**config.mk**
```make
export PLATFORM = sky130hd
export DESIGN_NAME = gastar_sqrt
export DESIGN_NICKNAME = d
export VERILOG_FILES = /design/src/sv/gastar_pkg.sv /design/src/sv/gastar_sqrt.sv
export SDC_FILE = /design/constraint.sdc
export NUM_CORES = 1
export LEC_CHECK = 0
export ABC_AREA = 1
export BUFFER_PORTS_ARGS = -buffer_cell sky130_fd_sc_hd__clkbuf_2
export CORE_UTILIZATION = 23
export CTS_CLUSTER_SIZE = 20
export DETAILED_ROUTE_END_ITERATION = 12
export PLACE_DENSITY_LB_ADDON = 0.05
export SYNTH_ARGS = -nofsm -noshare
export SYNTH_HDL_FRONTEND = slang
export SYNTH_SLANG_ARGS = --single-unit
```
**constraint.sdc**
```tcl
create_clock -name clock -period 16.7 [get_ports clock]
set_input_delay 0.835 -clock clock [delete_from_list [all_inputs] [get_ports clock]]
set_output_delay 0.835 -clock clock [all_outputs]
set_load 0.005 [all_outputs]
```
**src/sv/gastar_pkg.sv**
```systemverilog
`default_nettype none
package gastar_pkg;

   localparam int GRID_SIDE      = 32;
   localparam int COORD_W        = 5;
   localparam int CELL_W         = 2 * COORD_W;
   localparam int CELLS          = GRID_SIDE * GRID_SIDE;
   localparam int DIM_W          = 6;
   localparam int LEN_W          = CELL_W + 1;
   localparam int COST_FRAC_BITS = 8;
   localparam int COST_W         = 24;
   localparam int F_W            = COST_W + 1;
   localparam int SEQ_W          = 24;

   localparam logic [COST_W-1:0] COST_MAX      = {COST_W{1'b1}};
   localparam logic [COST_W-1:0] STRAIGHT_COST = COST_W'(1 << COST_FRAC_BITS);
   // sqrt(2) in Q8, rounded to nearest
   localparam logic [COST_W-1:0] DIAG_COST     = COST_W'(362);

   // heuristic square root: operand is (dx^2 + dy^2) << (2 * frac bits)
   localparam int SUMSQ_W  = 2 * COORD_W + 1;
   localparam int SQRT_V_W = SUMSQ_W + 2 * COST_FRAC_BITS + 1;
   localparam int SQRT_R_W = SQRT_V_W / 2;

   localparam logic [1:0] REQ_WRITE   = 2'd0;
   localparam logic [1:0] REQ_FIND    = 2'd1;
   localparam logic [1:0] REQ_READ    = 2'd2;
   localparam logic [1:0] REQ_UNKNOWN = 2'd3;

   localparam logic [1:0] ST_OK       = 2'd0;
   localparam logic [1:0] ST_FOUND    = 2'd1;
   localparam logic [1:0] ST_NO_PATH  = 2'd2;
   localparam logic [1:0] ST_OVERFLOW = 2'd3;

   localparam logic CSR_GRID_WIDTH  = 1'b0;
   localparam logic CSR_GRID_HEIGHT = 1'b1;

   // neighbour order: four straight steps, then four diagonals
   localparam logic signed [1:0] STEP_DX [8] =
      '{2'sd1, -2'sd1, 2'sd0, 2'sd0, 2'sd1, 2'sd1, -2'sd1, -2'sd1};
   localparam logic signed [1:0] STEP_DY [8] =
      '{2'sd0, 2'sd0, 2'sd1, -2'sd1, 2'sd1, -2'sd1, 2'sd1, -2'sd1};

   typedef struct packed {
      logic [1:0]         req_type;
      logic [COORD_W-1:0] cell_x;
      logic [COORD_W-1:0] cell_y;
      logic               blocked;
      logic [COORD_W-1:0] goal_x;
      logic [COORD_W-1:0] goal_y;
      logic [CELL_W-1:0]  path_index;
   } req_item_type;

   typedef struct packed {
      logic [1:0]         status;
      logic [LEN_W-1:0]   path_length;
      logic [COORD_W-1:0] path_x;
      logic [COORD_W-1:0] path_y;
   } rsp_item_type;

   typedef struct packed {
      logic [F_W-1:0]    f;
      logic [SEQ_W-1:0]  seq;
      logic [CELL_W-1:0] cell_id;
   } heap_entry_type;

   typedef struct packed {
      logic              closed;
      logic [COST_W-1:0] cost;
   } cost_entry_type;

   typedef enum logic [4:0] {
      S_MAP_CLR, S_IDLE, S_RD_WAIT, S_RESP, S_GOAL_CHK, S_COST_CLR, S_START,
      S_START_H, S_UP, S_UP_CMP, S_POP, S_POP_TOP, S_POP_LAST, S_DN, S_DN_L,
      S_DN_R, S_EXP_RD, S_EXP_CHK, S_NB, S_NB_BLK, S_NB_COST, S_NB_H,
      S_NB_NEXT, S_PL, S_PL_WAIT, S_PW, S_PW_WAIT
   } gastar_state_type;

   // lower f first, equal f goes to the earlier push
   function automatic logic heap_before(heap_entry_type a, heap_entry_type b);
      return {a.f, a.seq} < {b.f, b.seq};
   endfunction

endpackage
`default_nettype wire

```
**src/sv/gastar_sqrt.sv**
```systemverilog
`default_nettype none
module gastar_sqrt import gastar_pkg::*; (
   input  logic                clock,
   input  logic                reset,
   input  logic                start,
   input  logic [COORD_W-1:0]  pos_x,
   input  logic [COORD_W-1:0]  pos_y,
   input  logic [COORD_W-1:0]  goal_x,
   input  logic [COORD_W-1:0]  goal_y,
   output logic                done,
   output logic [SQRT_R_W-1:0] root
);

   localparam logic [SQRT_V_W-1:0] BIT_TOP = SQRT_V_W'(1) << (SQRT_V_W - 2);

   logic                busy_ff, busy_in;
   logic                done_ff, done_in;
   logic [SQRT_V_W-1:0] v_ff, v_in;
   logic [SQRT_V_W-1:0] r_ff, r_in;
   logic [SQRT_V_W-1:0] bit_ff, bit_in;
   logic [COORD_W-1:0]  dx, dy;
   logic [SUMSQ_W-1:0]  sumsq;
   logic [SQRT_V_W-1:0] trial;

   always_comb begin
      dx    = (pos_x > goal_x) ? pos_x - goal_x : goal_x - pos_x;
      dy    = (pos_y > goal_y) ? pos_y - goal_y : goal_y - pos_y;
      sumsq = SUMSQ_W'(dx * dx) + SUMSQ_W'(dy * dy);
      trial = r_ff + bit_ff;
      busy_in = busy_ff;
      done_in = 1'b0;
      v_in    = v_ff;
      r_in    = r_ff;
      bit_in  = bit_ff;
      if (start) begin
         busy_in = 1'b1;
         v_in    = SQRT_V_W'(sumsq) << (2 * COST_FRAC_BITS);
         r_in    = '0;
         bit_in  = BIT_TOP;
      end else if (busy_ff) begin
         // one result bit per cycle
         if (v_ff >= trial) begin
            v_in = v_ff - trial;
            r_in = (r_ff >> 1) + bit_ff;
         end else begin
            r_in = r_ff >> 1;
         end
         bit_in = bit_ff >> 2;
         if (bit_ff == SQRT_V_W'(1)) begin
            busy_in = 1'b0;
            done_in = 1'b1;
         end
      end
   end

   always_ff @(posedge clock) begin
      if (reset) begin
         busy_ff <= 1'b0;
         done_ff <= 1'b0;
      end else begin
         busy_ff <= busy_in;
         done_ff <= done_in;
      end
   end

   always_ff @(posedge clock) begin
      v_ff   <= v_in;
      r_ff   <= r_in;
      bit_ff <= bit_in;
   end

   assign done = done_ff;
   assign root = r_ff[SQRT_R_W-1:0];

endmodule
`default_nettype wire

```
* Word-level counts from Yosys, hierarchy flattened
Index checks and enable logic that the tools add are counted. Widths: inputs -> output; s select.
Word-level totals: input bits 23, word-level logic and storage cells 36, register bits after elaboration 72, output and inout bits 15
Cells by class: magnitude comparators 3, reductions and logical operators 5, multipliers 2, bitwise logic cells 1, equal/unequal tests 1, mux-type cells 10, $add $sub $neg 8
Operators with widths (number):
- $mux 27 | 3
- $add 27x27->28 | 1
- $add 28x27->28 | 1
- $ge 28x28->1 | 1
- $mux 28 | 1
- $sub 28x28->28 | 1
- $mul 5x5->10 | 2
- $sub 5x5->5 | 4
- $eq 14x1->1 const B | 1
- $add 10x10->11 | 1
- $gt 5x5->1 | 2
- $mux 5 | 2
- $mux 1 | 4
- $reduce_and 2->1 | 2
- $reduce_bool 2->1 | 2
- $reduce_or 3->1 | 1
- $not 1->1 | 1

* Depth between registers and ports, before layout
depth in word-level cells 5, gate-level depth with buffers 30, gate-level depth less buffers 29

* Least setup slack after synthesis
Ideal clock, no wire load.
kind in2reg, start point input pos_y[2], end point register v_ff[24] (data pin), arrival 5.781 ns, data required time 16.437 ns, path slack 10.657 ns, path buffers 1, library setup time 0.263 ns, stages on the path 29, cells stage by stage inv_1 > ha_1 > buf_2 > nand2_1 > inv_1 > nand3_1 > o211ai_1 > nand2_1 > o21ai_1 > inv_1 > nor2_1 > inv_1 > fa_1 > inv_1 > fa_1 > inv_1 > fa_1 > inv_1 > fa_1 > fa_1 > ha_1 > nand3b_1 > nand2_1 > and2_1 > nor2_1 > o21bai_1 > nand2_1 > nand2_1 > o22ai_1
Between the ends: word-level cells in the longest chain between the ends 5, elaborated cells between the ends (all ways) 7, those cells by class add/sub: 3; mul: 1; order compare: 1; mux: 2
RTL lines:
- start, declared | line gastar_sqrt.sv:7 | input logic [COORD_W-1:0] pos_y,
- $sub 5x5->5 or $gt 5x5->1 (tied branches) | line gastar_sqrt.sv:27 | dy = (pos_y > goal_y) ? pos_y - goal_y : goal_y - pos_y;
- $mux 5 (*) | line gastar_sqrt.sv:27
- $mul 5x5->10 (*) | line gastar_sqrt.sv:28 | sumsq = SUMSQ_W'(dx * dx) + SUMSQ_W'(dy * dy);
- $add 10x10->11 (*) | line gastar_sqrt.sv:28
- $mux 27 (*) | line gastar_sqrt.sv:35 | if (start) begin
- via v_in[24] | line gastar_sqrt.sv:18 | logic [SQRT_V_W-1:0] v_ff, v_in;
- end signal, assigned | line gastar_sqrt.sv:67 | v_ff <= v_in;
- end, declared | line gastar_sqrt.sv:18
The timed path passes the listed nets; every way through them passes the cells marked *. A chain may end at the register's enable or synchronous reset.

* Worst setup path after layout
Same ends and word-level chain as after synthesis.

==> metrics.txt <==
outcome=finished, final reports clean; Clock Sink Count=72; Clock Latency Late Sink=370 ps; Setup Viol. Count Final=0; ANT nets after route=0; DRT iter0 DRCs=411; most frequent cells in the layout=nand2_1, inv_1, nand3_1; leak pwr=0.005074 uW; Synth Area per Inst=6.152 sq um; Req. time, crit path=16790 ps; Port Buffers=37; global-route wire length before repair=52590 um; total CTS buffers=9; I/O pin cnt=38; final hold violation count=0; clk root buf=clkbuf_16; wire per inst=16.30 um; Max IR drop VDD=120.3 uV; DP HPWL=27300 um; setup TNS=0 ps; area grow syn2layout=9.623%; Slew Viols, Final=0; vias in the first global route=9182; Crit path largest cell delay=530 ps; Slew @ Worst Pin=679.7 ps; # diodes=0; GRT Util Overall=16.74%; crit path DAT=6360 ps; cts-stage hold buffer count=0; fin crit period=6266 ps; Hold Crit Class=flip-flop to flip-flop; antenna violations before repair=0; DRT Wirelength=33350 um; largest net degree at the start of global routing=39; Max clock buf depth=2; Tot Pwr=2303 uW; post-cts resize count=0; Max-Cap Viols=0; Worst Setup End Kind=flip-flop; max frequency=159.6 MHz; fin crit share=37.52%; core area=39820 sq um; Rel. slew slack=54.21%; WHS Path Cells=2; Rows=73; Setup CP Type=input port to flip-flop; Die Wd=203.0 um; Pre-Repair DR Iteration Count=4; Setup Buffers After CTS=0; gr ovfl total=0; most common cell after layout, fill and taps aside=nand2_1; CTS H-tree lvls=3; vias=9101; CP startpoint kind=input port; Worst path slowest cell=fa_1; RSZ-0062 raised after global routing=no; Top cell by count, worst path=inv_1; synthesized flop and latch total=72; CTS tree=built; Placer Congestion=0.8631; FILL cells=4584; Yosys warnings=0; Initial Util=23.34%; R2R Setup Slk=10870 ps; FF-to-FF path depth=25; Cell Pwr Density=226.0 nW/um^2; worst-path fanout max=7; Post-synth ARST share=0%; post-synth cell types=39; clk_skew=12.60 ps; NumNets Final=1669; Top FF cell, synth=dfxtp_1; vias per cell=4.448; clock slew at reported path FFs=60 ps; number of flops mapped to enable cells by yosys=11; final core occ=25.59%; Seq/Total Area, Yosys=16.69%; Post-Synthesis Cells=1511; die area=41230 sq um; Die Y=203.0 um; layout cells sized above 1=4.471%; Netlist Area Pre-Place=9296 sq um; # DRC=0; syn nets=1663
[logic make-up after synthesis]
family          Yosys count  share of synthesized area, %
compound gates          186                         10.73
xor+xnor                 58                         5.464
simple gates            781                         35.02
buf+inv                 285                         12.64
flops                    72                         16.69
fa+ha+maj               129                         19.46
[metrics by stage]
step / cell area [sq um] / setup slack (ps) / std cells / hold WS [ps]
after floorplan: 9296 / 10660 / 1511 / 446.8
after global placement: 9897 / 10090 / 2031 / 466.3
after detailed placement: 9897 / 10050 / 2031 / 469.8
after CTS: 10190 / 10410 / 2046 / 479.3
after global routing: 10190 / 9882 / 2046 / 516.1
final: 10190 / 10430 / 2046 / 478.8
[registers in the layout, summed over array words and instances (netlist names)]
signal	flops
r_ff	28
v_ff	28
bit_ff	14
busy_ff	1
done	1
[routing by layer]
| metal | GRT usage (%) | vias to the layer above | wire, um |
|---|---|---|---|
| met5 | 0 | - | 0 |
| met4 | 3.733 | 0 | 473 |
| met3 | 2.408 | 25 | 642 |
| met2 | 28.06 | 81 | 15570 |
| met1 | 22.55 | 4173 | 16670 |
| li1 | - | 4822 | - |
[cell type report]
class	count	area [sq um]	share of cell area, %
multi-input combinational	1154	6573	64.49
sequential	72	1551	15.22
inverter	238	893.4	8.766
tap	525	656.9	6.446
clock buffer	9	225.2	2.210
timing repair buffer	42	222.7	2.185
clock inverter	6	68.82	0.6753
[where the power goes]
part | switching [uW] | internal, uW | total, uW
registers | 83.4 | 250 | 333
clock network | 91.9 | 116 | 208
logic | 1160 | 606 | 1760
total | 1330 | 971 | 2300
[critical path: cells and delay by family]
family / cells / cell delay [ps]
buffers and inverters: 8 / 600
AOI/OAI and AO/OA: 4 / 580
and+or+nand+nor: 10 / 1110
adders and majority gates: 7 / 3220
[synthesized netlist by cell type (12+ instances only)]
cell type	instances	area share (%)
a21oi_1	77	4.1
buf_4	17	1.4
clkbuf_1	16	0.65
dfxtp_1	61	13
fa_1	26	5.6
ha_1	103	14
inv_1	236	9.5
nand2_1	461	19
nand3_1	136	7.3
nand4_1	21	1.4
nor2_1	127	5.1
nor3_1	12	0.65
o21ai_0	73	3.9
o21bai_1	14	1.1
xnor2_1	27	2.5
xor2_1	31	2.9
[path summary, 6_finish.rpt]
| kind | startpoint | endpoint |
|---|---|---|
| setup / recovery | pos_y[2] | v_ff[24]$_DFFE_PP_ |
| hold / removal | v_ff[10]$_SDFFE_PP0P_ | v_ff[10]$_SDFFE_PP0P_ |
| setup reg to reg | bit_ff[0]$_SDFFE_PP0P_ | v_ff[17]$_DFFE_PP_ |
| hold reg to reg | v_ff[10]$_SDFFE_PP0P_ | v_ff[10]$_SDFFE_PP0P_ |
(Power assumes the default switching activity.)
